`config.mk`:
```
export PLATFORM = sky130hd
export DESIGN_NAME = bit_stream_packer_24
export DESIGN_NICKNAME = d
export VERILOG_FILES = /design/src/sv/bsp_pkg.sv /design/src/sv/bsp_pack_unit.sv /design/src/sv/bit_stream_packer_24.sv
export SDC_FILE = /design/constraint.sdc
export NUM_CORES = 1
export LEC_CHECK = 0
export BUFFER_PORTS_ARGS = -buffer_cell sky130_fd_sc_hd__buf_2
export CORE_ASPECT_RATIO = 2
export CORE_MARGIN = 1.5
export CORE_UTILIZATION = 30
export CTS_BUF_LIST = sky130_fd_sc_hd__clkbuf_8
export CTS_CLUSTER_DIAMETER = 120
export DETAILED_ROUTE_END_ITERATION = 8
export HOLD_SLACK_MARGIN = 0.15
export PLACE_DENSITY_LB_ADDON = 0.25
export SLEW_MARGIN = 10
export SYNTH_ARGS = -nofsm -noshare
export SYNTH_HDL_FRONTEND = slang
export SYNTH_HIERARCHICAL = 1
export SYNTH_SLANG_ARGS = --single-unit
```
`constraint.sdc`:
```
create_clock -name clk -period 4.1 [get_ports clk]
set_input_delay 0.82 -clock clk [delete_from_list [all_inputs] [get_ports clk]]
set_output_delay 0.82 -clock clk [all_outputs]
set_load 0.01 [all_outputs]
```
`src/sv/bsp_pkg.sv`:
```
// ----------------------------------------------------------------------------
// bsp_pkg
// Shared types and constants for the 24-bit bit stream packer.
// ----------------------------------------------------------------------------
`default_nettype none

package bsp_pkg;

    // word and field widths
    localparam int WORD_BITS = 24;
    localparam int ADDR_W    = 24;
    localparam int COUNT_W   = 5;
    localparam int CAP_W     = 5;
    localparam int CFG_IDX_W = 1;
    localparam int CFG_DATA_W = 24;

    // storage word capacity in each mode
    localparam logic [CAP_W-1:0] FULL_CAP = CAP_W'(WORD_BITS);
    localparam logic [CAP_W-1:0] HALF_CAP = CAP_W'(16);

    // configuration register indexes
    localparam logic [CFG_IDX_W-1:0] REG_SIXTEEN_BIT_MODE = 1'b0;
    localparam logic [CFG_IDX_W-1:0] REG_START_ADDRESS    = 1'b1;

    // input transaction payload
    typedef struct packed {
        logic [COUNT_W-1:0]   bit_count;
        logic [WORD_BITS-1:0] accumulator;
    } in_item_t;

    // result transaction payload
    typedef struct packed {
        logic [WORD_BITS-1:0] accumulator_out;
        logic                 write_valid;
        logic [ADDR_W-1:0]    write_address;
        logic [WORD_BITS-1:0] write_data;
        logic [COUNT_W-1:0]   fill_count;
    } out_item_t;

    // staging state carried between transactions
    typedef struct packed {
        logic [WORD_BITS-1:0] staged_word;
        logic [COUNT_W-1:0]   staged_bits;
        logic [ADDR_W-1:0]    write_pointer;
    } stage_state_t;

endpackage

`default_nettype wire

```
`src/sv/bsp_pack_unit.sv`:
```
// ----------------------------------------------------------------------------
// bsp_pack_unit
// Combinational append step: shifts accumulator bits into the staged word,
// detects a full word and forms the storage write and the next state.
// ----------------------------------------------------------------------------
`default_nettype none

module bsp_pack_unit
(
    input  wire bsp_pkg::in_item_t     item,
    input  wire bsp_pkg::stage_state_t state,
    input  wire logic                  sixteen_bit_mode,
    output bsp_pkg::out_item_t         result,
    output bsp_pkg::stage_state_t      state_next
);

    localparam int W = bsp_pkg::WORD_BITS;

    logic [bsp_pkg::COUNT_W-1:0] count;
    logic [bsp_pkg::CAP_W-1:0]   cap;
    logic [bsp_pkg::COUNT_W:0]   fill_sum;
    logic                        no_write;
    logic [bsp_pkg::COUNT_W-1:0] first;
    logic [bsp_pkg::COUNT_W-1:0] rest;
    logic [2*W-1:0]              pair;
    logic [2*W-1:0]              shifted_all;
    logic [2*W-1:0]              shifted_first;
    logic [2*W-1:0]              rest_mask_wide;
    logic [W-1:0]                rest_mask;

    always_comb
    begin
        // saturate oversized counts to the word width
        if (item.bit_count > bsp_pkg::COUNT_W'(W))
            count = bsp_pkg::COUNT_W'(W);
        else
            count = item.bit_count;

        cap      = sixteen_bit_mode ? bsp_pkg::HALF_CAP : bsp_pkg::FULL_CAP;
        fill_sum = {1'b0, state.staged_bits} + {1'b0, count};
        no_write = fill_sum < {1'b0, cap};

        // bits needed to complete the word; none when already overfull
        if (state.staged_bits < cap)
            first = cap - state.staged_bits;
        else
            first = '0;
        rest = count - first;

        // double-width shifts of {staged word, accumulator}
        pair           = {state.staged_word, item.accumulator};
        shifted_all    = pair << count;
        shifted_first  = pair << first;
        rest_mask_wide = {{W{1'b0}}, {W{1'b1}}} << rest;
        rest_mask      = rest_mask_wide[2*W-1:W];

        result.accumulator_out = shifted_all[W-1:0];

        if (no_write)
        begin
            result.write_valid       = 1'b0;
            result.write_address     = '0;
            result.write_data        = '0;
            state_next.staged_word   = shifted_all[2*W-1:W];
            state_next.staged_bits   = fill_sum[bsp_pkg::COUNT_W-1:0];
            state_next.write_pointer = state.write_pointer;
        end
        else
        begin
            // full word goes out, leftover bits start a fresh word
            result.write_valid       = 1'b1;
            result.write_address     = state.write_pointer;
            result.write_data        = shifted_first[2*W-1:W];
            state_next.staged_word   = shifted_all[2*W-1:W] & rest_mask;
            state_next.staged_bits   = rest;
            state_next.write_pointer = state.write_pointer + bsp_pkg::ADDR_W'(1);
        end

        result.fill_count = state_next.staged_bits;
    end

endmodule

`default_nettype wire

```
`src/sv/bit_stream_packer_24.sv`:
```
// ----------------------------------------------------------------------------
// bit_stream_packer_24
// Write staging register for bit strings with 24-bit storage words.
// ----------------------------------------------------------------------------
// Each input transaction appends the top bit_count bits of the accumulator
// to a staged word and returns one result: the shifted accumulator, the new
// fill and, when the word filled up (24 bits, or 16 in sixteen-bit mode), a
// storage write of the staged word at the write pointer, which then steps
// by one and wraps at 24 bits. The block takes one transaction per clock
// while the output is not stalled. An accepted transaction is held in the
// input register while the append logic works on it, and its result is
// then registered in the result register, where it waits to be taken. While
// the result waits, the input register holds the next transaction and the
// input stalls. The staging state is updated as each transaction moves into
// the result register, so back-to-back transactions see each other's state.
// Writing start_address also loads the write pointer; configure only while
// idle.
// ----------------------------------------------------------------------------
`default_nettype none

module bit_stream_packer_24
(
    input  wire logic                               clk,
    input  wire logic                               rst_n,
    input  wire logic                               in_valid,
    output logic                                    in_ready,
    input  wire bsp_pkg::in_item_t                  in_data,
    output logic                                    out_valid,
    input  wire logic                               out_ready,
    output bsp_pkg::out_item_t                      out_data,
    input  wire logic                               cfg_we,
    input  wire logic [bsp_pkg::CFG_IDX_W-1:0]      cfg_index,
    input  wire logic [bsp_pkg::CFG_DATA_W-1:0]     cfg_data
);

    logic                  in_valid_reg;
    bsp_pkg::in_item_t     in_item_reg;
    logic                  out_valid_reg;
    bsp_pkg::out_item_t    out_item_reg;
    bsp_pkg::stage_state_t state_reg;
    logic                  mode_reg;

    bsp_pkg::out_item_t    result;
    bsp_pkg::stage_state_t state_next;
    logic                  advance;

    // pipeline flow control
    assign advance   = in_valid_reg && (!out_valid_reg || out_ready);
    assign in_ready  = !in_valid_reg || advance;
    assign out_valid = out_valid_reg;
    assign out_data  = out_item_reg;

    // append step
    bsp_pack_unit u_pack
    (
        .item             (in_item_reg),
        .state            (state_reg),
        .sixteen_bit_mode (mode_reg),
        .result           (result),
        .state_next       (state_next)
    );

    // control and staging state
    always_ff @(posedge clk or negedge rst_n)
    begin
        if (!rst_n)
        begin
            in_valid_reg  <= 1'b0;
            out_valid_reg <= 1'b0;
            state_reg     <= '0;
            mode_reg      <= 1'b0;
        end
        else
        begin
            if (in_ready)
                in_valid_reg <= in_valid;

            if (advance)
                out_valid_reg <= 1'b1;
            else if (out_ready)
                out_valid_reg <= 1'b0;

            if (advance)
                state_reg <= state_next;

            // configuration writes
            if (cfg_we)
            begin
                case (cfg_index)
                    bsp_pkg::REG_SIXTEEN_BIT_MODE:
                        mode_reg <= cfg_data[0];
                    bsp_pkg::REG_START_ADDRESS:
                        state_reg.write_pointer <= cfg_data[bsp_pkg::ADDR_W-1:0];
                    default:
                        ;
                endcase
            end
        end
    end

    // payload registers
    always_ff @(posedge clk)
    begin
        if (in_ready && in_valid)
            in_item_reg <= in_data;
        if (advance)
            out_item_reg <= result;
    end

endmodule

`default_nettype wire

```
# Word-level counts from Yosys, hierarchy flattened
# Cells that the tools add are included.
[op_classes]
n_bitwise = 2
n_mux = 10
addsub = 4
n_shift = 3
n_lt_le_gt_ge = 3
reduce_logical = 8
[ops]
columns = ["cell", "n"]
rows = [
  ["$shl A48 B5 Y48", 2],
  ["$mux W24", 3],
  ["$mux W53", 1],
  ["$mux W49", 1],
  ["$shl A24 B5 Y48 const A", 1],
  ["$add A24 B1 Y24 const B", 1],
  ["$and A24 B24 Y24", 1],
  ["$mux W5", 2],
  ["$sub A5 B5 Y5", 2],
  ["$add A5 B5 Y6", 1],
  ["$lt A6 B5 Y1", 1],
  ["$gt A5 B5 Y1 const B", 1],
  ["$lt A5 B5 Y1", 1],
  ["$mux W4", 1],
  ["$logic_and A1 B1 Y1", 2],
  ["$logic_not A1 Y1", 2],
  ["$logic_or A1 B1 Y1", 2],
  ["$mux W1", 2],
  ["$reduce_and A2 Y1", 1],
  ["$reduce_bool A2 Y1", 1],
  ["$not A1 Y1", 1],
]
[word_totals]
output_inout_bits = 80
register_bits = 163

# Depth between registers and ports, before layout
# Gate-level depths: netlist of the first run.
[depth]
word_depth = 10
mapped_depth = 21
mapped_depth_nobuf = 15

# Cells and area by module
# The synthesis of the first run kept the hierarchy.
[modules_own_cells]
columns = ["mod", "seq_area_each_um2", "cells_each", "area_each_um2", "instances"]
rows = [
  ["bsp_pack_unit", 0.0, 864, 6342.3, 1],
  ["bit_stream_packer_24", 4614.4, 318, 5770.5, 1],
]

# Least setup slack after synthesis of the first run
# No wires, ideal clock.
[synth_timing]
path_type = "register to register"
from = "register state_reg[25] in the netlist's numbering"
to = "register state_reg[30] in the netlist's numbering"
arrival_time_ps = 3765
path_stages_with_launch = 21
setup_time_ps = 125
path_slack_ps = 210
required_ps = 3975
period_less_slack_ps = 3890
cell_sequence = "dfrtp_1 inv_1 ha_1 buf_2 nand4b_1 nand3_1 inv_2 buf_2 buf_4 buf_2 ha_1 fa_1 inv_1 a21o_1 a21oi_1 xnor2_1 xnor2_1 buf_2 mux2i_1 a221oi_1 mux2_4"
[synth_lines]
columns = ["item", "line_no", "rtl"]
rows = [
  ["start: declaration", "bit_stream_packer_24.sv:40", "bsp_pkg::stage_state_t state_reg;"],
  ["start signal: assignment", "bit_stream_packer_24.sv:84", "state_reg <= state_next;"],
]

==> out/qor.txt, run 1 <==
CP max stage delay: 670 ps
Critical path class: register to register
Post-synth top area share: 0.265
Final Critical Period: 3930 ps
CP arrival: 4380 ps
Synth Net Count: 1255
Dpl cell area: 13300 um^2
Highest net fanout along the worst path: 14
FMAX: 255 MHz
Cell Count, Final, Fillers Out: 1831
Cell count after synthesis: 1182
Unrepaired setup endpoints after global routing: no
Later-pin clock latency in the skew report: 510 ps
Crit. End Element: register
Status: complete, no violations
PnR worst setup slack: 173 ps
Largest net degree at the start of global routing: 63
Die footprint: 41700 um^2
Clock skew: 21.9 ps
DP Cell Count: 1798
Max_cap viols: 0
Resize count post-CTS: 0
Fin crit share: 0.958
Top cells by area, synth: edfxtp_1 (27%), mux2i_1 (14%), dfrtp_1 (12%)
Yosys reg bits: 163
Post-Syn Area: 12100 um^2
Commonest non-fill, non-tap cell in the layout: mux2i_1
CP cell instances: a21boi_4 -> ha_1 -> inv_1 -> fa_1 -> nor2b_1 -> o21ai_0 -> a21oi_1 -> a211o_1 -> and2_1 -> buf_4 -> nor2_2 -> buf_4 -> a2111oi_0 -> mux2_4
Area Overhead vs Synth: 13.4%
Fin. Hold Viols: 0
CTS Buf Count: 17
Pre-CTS setup slack: 281 ps
Worst slew pin tran: 888 ps
I/O Pins: 139
Register area share after synthesis: 0.381
Setup crit start kind: register
Initial antenna violation count: 1
TritonCTS clock tree: built
Ys async rst share: 0.344
Clk pin slew, worst setup/hold paths: 100 ps
Syn. warnings: 6
Post-route ant nets: 0
Synth unique cells: 75
Setup_tns: 0 ps
Largest area contributor in the netlist: edfxtp_1
Drt first pass iters: 7
Routed wire length: 45000 um
Vias in the first global route: 10400
P_leak: 5.65 nW
Drt initial violations: 782
Vias: 10200
Root Driver: clkbuf_8
Commonest cells after routing, fill and taps aside: mux2i_1 (174), buf_2 (138), edfxtp_1 (107), nand2_1 (96), nor2_1 (94)
Most frequent CP cell: buf_4
Die X: 145 um
Fin util: 0.343
Number of vias per cell: 5.56
Fillers: 4235
# clock sinks: 163
Slowest cell on the critical path: a2111oi_0
PwrDens: 996 nW/um^2
Worst vdd ir: 0.625 mV
Routed WL per cell: 24.6 um
Core Region: 40100 um^2
H-tree Lvls: 4
Total grt overflow: 0
DP Wirelength: 34300 um
Fraction of layout cells with a size suffix above 1: 0.248
Final hold slack: 433 ps
DRC Markers: 0
Total Routing Usage GR: 0.214
FP Rows: 104
Tightest Hold Check Type: primary input to async pin
Max clock buf depth: 2
Post-synth EDFFs: 107
Die Ht: 287 um
Max Slew Vio Count: 0
First-pass GRT wire length: 65800 um
WP data required: 4560 ps
Syn avg cell area: 10.2 um^2
Max-Slew Margin vs Limit: 0.408
Max reg flops: 78
GP Congestion: 0.959
Initial Utilization: 0.302
Endpoints failing setup: 0
Design area: 13700 um^2
Hold Buf Count CTS: 0
Fin nets: 1360
Post-CTS Setup Inserts: 0
Main synth FF type: edfxtp_1
Port Buffers: 138
Total Power: 13.7 mW
## cell usage after synthesis (7+ instances only)
master,instances
inv_1,16
nand3_1,54
nand2_1,96
nand2b_1,9
edfxtp_1,107
dfrtp_1,56
buf_2,28
clkbuf_1,39
o22ai_1,29
and3_1,7
nor3_1,11
a21oi_1,52
buf_1,10
a22o_1,10
mux2_2,35
o21ai_0,14
mux4_2,16
and2_1,29
nor2_1,94
nor2b_1,11
a211oi_1,12
ha_1,12
buf_6,8
o21ai_1,25
mux2_4,29
buf_4,11
nand4_1,10
a31oi_1,27
o32ai_1,12
xnor2_1,29
mux2i_1,174
a221oi_1,21
## worst paths after layout
path / cells past startpoint / from / slack, ps / endpoint
hold reg to reg: 1 / mode_reg / 520 / mode_reg
setup / recovery: 14 / in_item_reg[27] / 170 / state_reg[44]
min in group clk: 1 / in_data[0] / 490 / in_item_reg[0]
max in group asynchronous: 2 / rst_n / 2740 / state_reg[6]
hold / removal: 1 / rst_n / 430 / state_reg[26]
setup reg to reg: 14 / in_item_reg[27] / 170 / state_reg[44]
## area by class of cell
| type | instances | area [um^2] | share of cell area |
|---|---|---|---|
| flip-flops and latches | 163 | 4610 | 0.336 |
| clock inverters | 13 | 170 | 0.0124 |
| diodes | 1 | 2.50 | 0.000182 |
| clock buffers | 19 | 262 | 0.0190 |
| multi-input cells | 896 | 6840 | 0.498 |
| repair buffers | 186 | 1090 | 0.0793 |
| inverters | 23 | 92.6 | 0.00674 |
| well taps | 530 | 663 | 0.0483 |
## critical path: cells and delay by family (launching register included)
family | cells | cell delay, ps
compound gates | 5 | 1510
mux | 1 | 290
flops | 1 | 500
fa+ha+maj | 2 | 700
simple gates | 3 | 360
buf+inv | 3 | 510
## power breakdown
group | total, mW | switching, mW | internal (mW)
Sequential | 2.98 | 0.522 | 2.46
Clock | 1.31 | 0.664 | 0.645
Combinational | 9.39 | 5.62 | 3.77
Total | 13.7 | 6.81 | 6.88
## routing by layer
layer  part of all wire  vias to the layer above  GRT usage
met2               0.55                      377      0.417
li1                   -                     4651          -
met4              0.086                        0      0.177
met1               0.33                     5027      0.195
met3              0.031                      124     0.0257
met5                  0                        -          0
## logic make-up (layout without fill, tap and decap cells)
| kind of cell | Yosys count | count (layout) | synth area share |
|---|---|---|---|
| other | 0 | 1 | 0 |
| adder cells (fa/ha/maj) | 14 | 14 | 0.0157 |
| buffers and inverters | 123 | 241 | 0.0552 |
| AO/OA/AOI/OAI | 250 | 250 | 0.143 |
| XOR/XNOR | 32 | 32 | 0.0231 |
| AND/OR/NAND/NOR | 344 | 344 | 0.136 |
| flip-flops | 163 | 163 | 0.381 |
| multiplexers | 256 | 256 | 0.246 |
Note: power is estimated with default switching activity, not from simulation.
==> run 2, diff against run 1 <==
--- a/config.mk
+++ b/config.mk
@@ -7,7 +7,6 @@
 export LEC_CHECK = 0
 export BUFFER_PORTS_ARGS = -buffer_cell sky130_fd_sc_hd__buf_2
 export CORE_ASPECT_RATIO = 2
-export CORE_MARGIN = 1.5
 export CORE_UTILIZATION = 30
 export CTS_BUF_LIST = sky130_fd_sc_hd__clkbuf_8
 export CTS_CLUSTER_DIAMETER = 120
==> constraint.sdc (replaced) <==
create_clock -name clk -period 4.67 [get_ports clk]
set_input_delay 0.934 -clock clk [delete_from_list [all_inputs] [get_ports clk]]
set_output_delay 0.934 -clock clk [all_outputs]
set_load 0.01 [all_outputs]
==> out/qor.txt, run 2 (synthesis results as in run 1) <==
Later-pin clock latency in the skew report: 520 ps (about the same)
Cell Count, Final, Fillers Out: 1811 (-1.1%)
Slowest cell on the critical path: xor2_1
Initial antenna violation count: 1 (unchanged)
I/O Pins: 139 (unchanged)
Critical path class: register to register
P_leak: 5.57 nW (-1.4%)
Final Critical Period: 4080 ps (+149 ps)
Total Routing Usage GR: 0.218 (+0.00482)
Unrepaired setup endpoints after global routing: no
Tightest Hold Check Type: primary input to async pin
TritonCTS clock tree: built
CP arrival: 4530 ps (+150 ps)
FMAX: 245 MHz (-3.7%)
Commonest non-fill, non-tap cell in the layout: mux2i_1
Die footprint: 41200 um^2 (-1.0%)
Core Region: 39700 um^2 (-0.96%)
Fin nets: 1345 (-1.1%)
Total Power: 11.8 mW (-14%)
Root Driver: clkbuf_8
Max clock buf depth: 2 (unchanged)
Clk pin slew, worst setup/hold paths: 120 ps (+20 ps)
DRC Markers: 0 (unchanged)
Switching share of power: 0.504 (+0.00653)
Fin util: 0.343 (about the same)
Int Power: 5.86 mW (-15%)
Combinational power share: 0.676 (-0.010)
Worst vdd ir: 0.558 mV (-11%)
Commonest cells after routing, fill and taps aside: mux2i_1 (174), buf_2 (138), edfxtp_1 (107), nand2_1 (96), nor2_1 (94)
CP max stage delay: 670 ps (about the same)
Switching pwr: 5.95 mW (-13%)
Vias in the first global route: 10500 (+0.57%)
DP Cell Count: 1778 (-1.1%)
Total grt overflow: 0 (unchanged)
Initial Utilization: 0.305 (+0.00293)
Routed WL per cell: 24.3 um (-0.98%)
Hold Buf Count CTS: 0 (unchanged)
Setup crit start kind: register
Clock share of power: 0.103 (+0.007)
Endpoints failing setup: 0 (unchanged)
Pre-CTS setup slack: 630 ps (+349 ps)
Max reg flops: 78 (unchanged)
Vias: 10200 (+0.26%)
Largest net degree at the start of global routing: 65 (+3.2%)
Max Slew Vio Count: 0 (unchanged)
Fin. Hold Viols: 0 (unchanged)
PnR worst setup slack: 594 ps (+421 ps)
CTS Buf Count: 17 (unchanged)
Fin crit share: 0.873 (-0.0850)
Clock skew: 21.0 ps (-0.939 ps)
WP data required: 5120 ps (+560 ps)
H-tree Lvls: 4 (unchanged)
Post-CTS Setup Inserts: 0 (unchanged)
Number of vias per cell: 5.64 (+1.4%)
Worst slew pin tran: 1010 ps (+125 ps)
Die X: 144 um (-0.69%)
Status: complete, no violations
Fraction of layout cells with a size suffix above 1: 0.240 (-0.00799)
FP Rows: 103 (-0.96%)
Area Overhead vs Synth: 12.3%
Highest net fanout along the worst path: 28 (+14)
Routed wire length: 44000 um (-2.1%)
PwrDens: 868 nW/um^2 (-13%)
Crit. End Element: register
First-pass GRT wire length: 65100 um (-1.2%)
CP cell instances: inv_1 -> ha_1 -> or4b_4 -> a21oi_4 -> inv_6 -> ha_1 -> o21ai_0 -> nand2b_1 -> xor2_1 -> nor2_1 -> a2111oi_0 -> mux2_4
Drt initial violations: 664 (-15%)
Setup_tns: 0 ps (unchanged)
Port Buffers: 138 (unchanged)
Post-route ant nets: 0 (unchanged)
Sequential Power Share: 0.221 (+0.003)
Die Ht: 286 um (-0.35%)
DP Wirelength: 33300 um (-3.1%)
GP Congestion: 0.937 (-2.4%)
Max_cap viols: 0 (unchanged)
Resize count post-CTS: 0 (unchanged)
Max-Slew Margin vs Limit: 0.323 (-0.0844)
Drt first pass iters: 7 (unchanged)
# clock sinks: 163 (unchanged)
Most frequent CP cell: ha_1
run 2: cell types whose count changed in the layout (fill, tap and decap cells not counted):
cell | previous run | this run
buf_4 | 45 | 31
inv_8 | 2 | 6
clkbuf_8 | 19 | 17
clkinv_2 | 3 | 1
clkinv_4 | 2 | 0
buf_12 | 3 | 2
clkinvlp_4 | 0 | 1
inv_1 | 17 | 16
inv_4 | 0 | 1
inv_6 | 4 | 5
run 2: area by class of cell:
class / instances / area, um^2
clock inverters: 15 / 206
multi-input cells: 896 / 6840
inverters: 23 / 92.6
well taps: 525 / 657
flip-flops and latches: 163 / 4610
clock buffers: 17 / 234
diodes: 1 / 2.50
fillers: 4203 / 26100
repair buffers: 171 / 963
run 2: metrics by stage:
step	hold WS (ps)	area, um^2
after floorplan	479	12100
after global placement	497	13200
after detailed placement	511	13200
after CTS	458	13600
after global routing	479	13600
final	462	13600
run 2: path summary, 6_finish.rpt:
kind                       slack (ps)             to  depth (start not counted)          start
min                               460  state_reg[20]                          1          rst_n
max reg2reg                       590  state_reg[47]                         12  state_reg[27]
min in group clk                  530       mode_reg                          1       mode_reg
min reg2reg                       530       mode_reg                          1       mode_reg
max                               590  state_reg[47]                         12  state_reg[27]
max in group asynchronous        3290  state_reg[44]                          2          rst_n
run 2: routing by layer:
metal	up-vias	global-route usage	share of wire
li1	4627	-	-
met1	5054	0.207	0.33
met2	394	0.415	0.56
met3	130	0.0282	0.038
met4	0	0.165	0.073
met5	-	0	0
run 2: power by group through the flow:
| stage | Clock [mW] | Sequential [mW] | Combinational, mW |
|---|---|---|---|
| after floorplan | 0 | 2.56 | 5.64 |
| after global placement | 0 | 2.63 | 7.85 |
| after detailed placement | 0 | 2.63 | 7.85 |
| after CTS | 1.26 | 2.61 | 7.89 |
| after global routing | 1.30 | 2.66 | 8.53 |
| final | 1.22 | 2.61 | 7.98 |
run 2: critical path, delay by kind of cell (launching register included):
family	cells	cell delay, ps
DFF	1	390
AOI/OAI and AO/OA	3	920
buffers and inverters	2	190
and+or+nand+nor	3	900
xor gates and xnor gates	1	670
adders and majority gates	2	720
muxes	1	250
==> run 3, diff against run 2 <==
--- a/config.mk
+++ b/config.mk
@@ -5,7 +5,7 @@
 export SDC_FILE = /design/constraint.sdc
 export NUM_CORES = 1
 export LEC_CHECK = 0
-export BUFFER_PORTS_ARGS = -buffer_cell sky130_fd_sc_hd__buf_2
+export BUFFER_PORTS_ARGS = -buffer_cell sky130_fd_sc_hd__buf_4
 export CORE_ASPECT_RATIO = 2
 export CORE_UTILIZATION = 30
 export CTS_BUF_LIST = sky130_fd_sc_hd__clkbuf_8
==> out/qor.txt, run 3 (synthesis results as in run 1) <==
Max reg flops: 78 (unchanged)
Die Ht: 286 um (unchanged)
Commonest cells after routing, fill and taps aside: mux2i_1 (173), buf_4 (170), edfxtp_1 (107), nand2_1 (96), nor2_1 (94)
Total grt overflow: 0 (unchanged)
Endpoints failing setup: 0 (unchanged)
Routed wire length: 44800 um (+1.8%)
Routed WL per cell: 24.7 um (+1.8%)
Switching pwr: 6.17 mW (+3.6%)
I/O Pins: 139 (unchanged)
Highest net fanout along the worst path: 9 (-68%)
Clock skew: 22.0 ps (+1.08 ps)
FP Rows: 103 (unchanged)
H-tree Lvls: 4 (unchanged)
Drt first pass iters: 5 (-2)
Clk pin slew, worst setup/hold paths: 110 ps (about the same)
Die X: 144 um (unchanged)
Setup_tns: 0 ps (unchanged)
Die footprint: 41200 um^2 (unchanged)
Clock share of power: 0.092 (-0.011)
Root Driver: clkbuf_8
Top delay family on crit path: multiplexers
Worst slew pin tran: 1120 ps (+107 ps)
Fin nets: 1346 (+0.074%)
CP arrival: 4690 ps (+160 ps)
Initial Utilization: 0.305 (unchanged)
Unrepaired setup endpoints after global routing: no
Vias: 10100 (-1.5%)
Fin. Hold Viols: 0 (unchanged)
Setup crit start kind: register
Critical path class: register to register
# clock sinks: 163 (unchanged)
PwrDens: 861 nW/um^2 (-0.72%)
Max clock buf depth: 2 (unchanged)
Final Critical Period: 4280 ps (+202 ps)
Commonest non-fill, non-tap cell in the layout: mux2i_1
First-pass GRT wire length: 66100 um (+1.7%)
GP Congestion: 0.969 (+3.4%)
Number of vias per cell: 5.55 (-1.5%)
Drt initial violations: 669 (+0.75%)
Port Buffers: 138 (unchanged)
Area Overhead vs Synth: 15.1%
Max Slew Vio Count: 0 (unchanged)
Crit. End Element: register
Core Region: 39700 um^2 (unchanged)
FMAX: 234 MHz (-4.7%)
Switching share of power: 0.514 (+0.00959)
CTS Buf Count: 17 (unchanged)
DP Wirelength: 33900 um (+1.9%)
Fillers: 4140 (-1.5%)
Max_cap viols: 0 (unchanged)
Post-route ant nets: 0 (unchanged)
Worst vdd ir: 0.392 mV (-30%)
Initial antenna violation count: 1 (unchanged)
Design area: 13900 um^2 (+2.4%)
CP bufs+invs: 3 (+1)
Total Routing Usage GR: 0.222 (+0.00400)
TritonCTS clock tree: built
Status: complete, no violations
Stages on the worst setup path: 14 (+2)
Max-Slew Margin vs Limit: 0.253 (-0.0705)
Slowest cell on the critical path: or4b_4
Later-pin clock latency in the skew report: 520 ps (about the same)
Fraction of layout cells with a size suffix above 1: 0.242 (+0.00137)
Tightest Hold Check Type: primary input to async pin
R2R cell count: 14 (+2)
Fin crit share: 0.916 (+0.0433)
P_leak: 5.67 nW (+1.8%)
WP data required: 5080 ps (-40 ps)
Int Power: 5.84 mW (-0.26%)
Largest net degree at the start of global routing: 63 (-3.1%)
Sequential Power Share: 0.220 (about the same)
Dpl cell area: 13500 um^2 (+2.7%)
CP max stage delay: 600 ps (-70 ps)
Combinational power share: 0.689 (+0.013)
Vias in the first global route: 10400 (-0.48%)
CP cell instances: inv_1 -> ha_1 -> or4b_4 -> a21oi_4 -> inv_6 -> ha_1 -> a21o_1 -> a21oi_1 -> xnor2_1 -> xnor2_1 -> buf_4 -> mux2i_1 -> a221oi_1 -> mux2_4
DRC Markers: 0 (unchanged)
-- run 3: final cells by class --
cell class / instances / area [um^2] / area share
timing repair buffer: 172 / 1320 / 0.0944
antenna: 1 / 2.50 / 0.000180
clock buffer: 17 / 234 / 0.0168
tap: 525 / 657 / 0.0471
sequential: 163 / 4610 / 0.331
clock inverter: 15 / 181 / 0.0130
inverter: 23 / 92.6 / 0.00664
multi-input combinational: 896 / 6840 / 0.491
-- run 3: final timing paths --
| path | startpoint | end | slack, ps |
|---|---|---|---|
| max in group asynchronous | rst_n | state_reg[37] | 3570 |
| min in group clk | mode_reg | mode_reg | 540 |
| hold / removal | rst_n | state_reg[25] | 480 |
| setup reg to reg | state_reg[27] | state_reg[32] | 390 |
| hold reg to reg | mode_reg | mode_reg | 540 |
| setup / recovery | state_reg[27] | state_reg[32] | 390 |
-- run 3: worst register-to-register path, stage by stage, from the launching register on --
cell      delay, ps
dfrtp_1         400
inv_1            60
ha_1            360
or4b_4          600
a21oi_4         220
inv_6            40
ha_1            320
a21o_1          170
a21oi_1         220
xnor2_1         120
xnor2_1         390
buf_4           290
mux2i_1         500
a221oi_1        170
mux2_4          300
-- run 3: metal layers --
| metal | wire (um) | vias to the layer above | track usage |
|---|---|---|---|
| met3 | 1570 | 126 | 0.0342 |
| met2 | 24800 | 376 | 0.421 |
| met5 | 0 | - | 0 |
| met4 | 3300 | 0 | 0.158 |
| met1 | 15100 | 4925 | 0.213 |
| li1 | - | 4629 | - |
-- run 3: what timing repair did --
action                     in CTS  in global routing
setup endpoints to repair       0                  1
buffers inserted                0                  0
resized for setup               0                  1
hold buffers                    0                  0
-- run 3: stage by stage --
| stage | setup slack, ps | instances | power, mW | utilization | hold slack, ps |
|---|---|---|---|---|---|
| 4_1_cts | 380 | 1811 | 11.9 | 0.351 | 511 |
| 2_1_floorplan | 780 | 1182 | 8.20 | - | 479 |
| 3_3_place_gp | 482 | 1779 | 10.8 | 0.341 | 502 |
| 5_1_grt | 165 | 1812 | 12.7 | 0.351 | 541 |
| 6_report | 392 | 1812 | 12.0 | 0.351 | 479 |
| 3_5_place_dp | 441 | 1779 | 10.8 | 0.341 | 518 |
-- run 3: power groups by stage --
stage | registers, mW | logic [mW] | clock network [mW]
floorplan | 2.56 | 5.64 | 0
global placement | 2.66 | 8.14 | 0
detailed placement | 2.67 | 8.12 | 0
CTS | 2.64 | 8.17 | 1.14
global route | 2.68 | 8.82 | 1.17
finish | 2.64 | 8.27 | 1.10
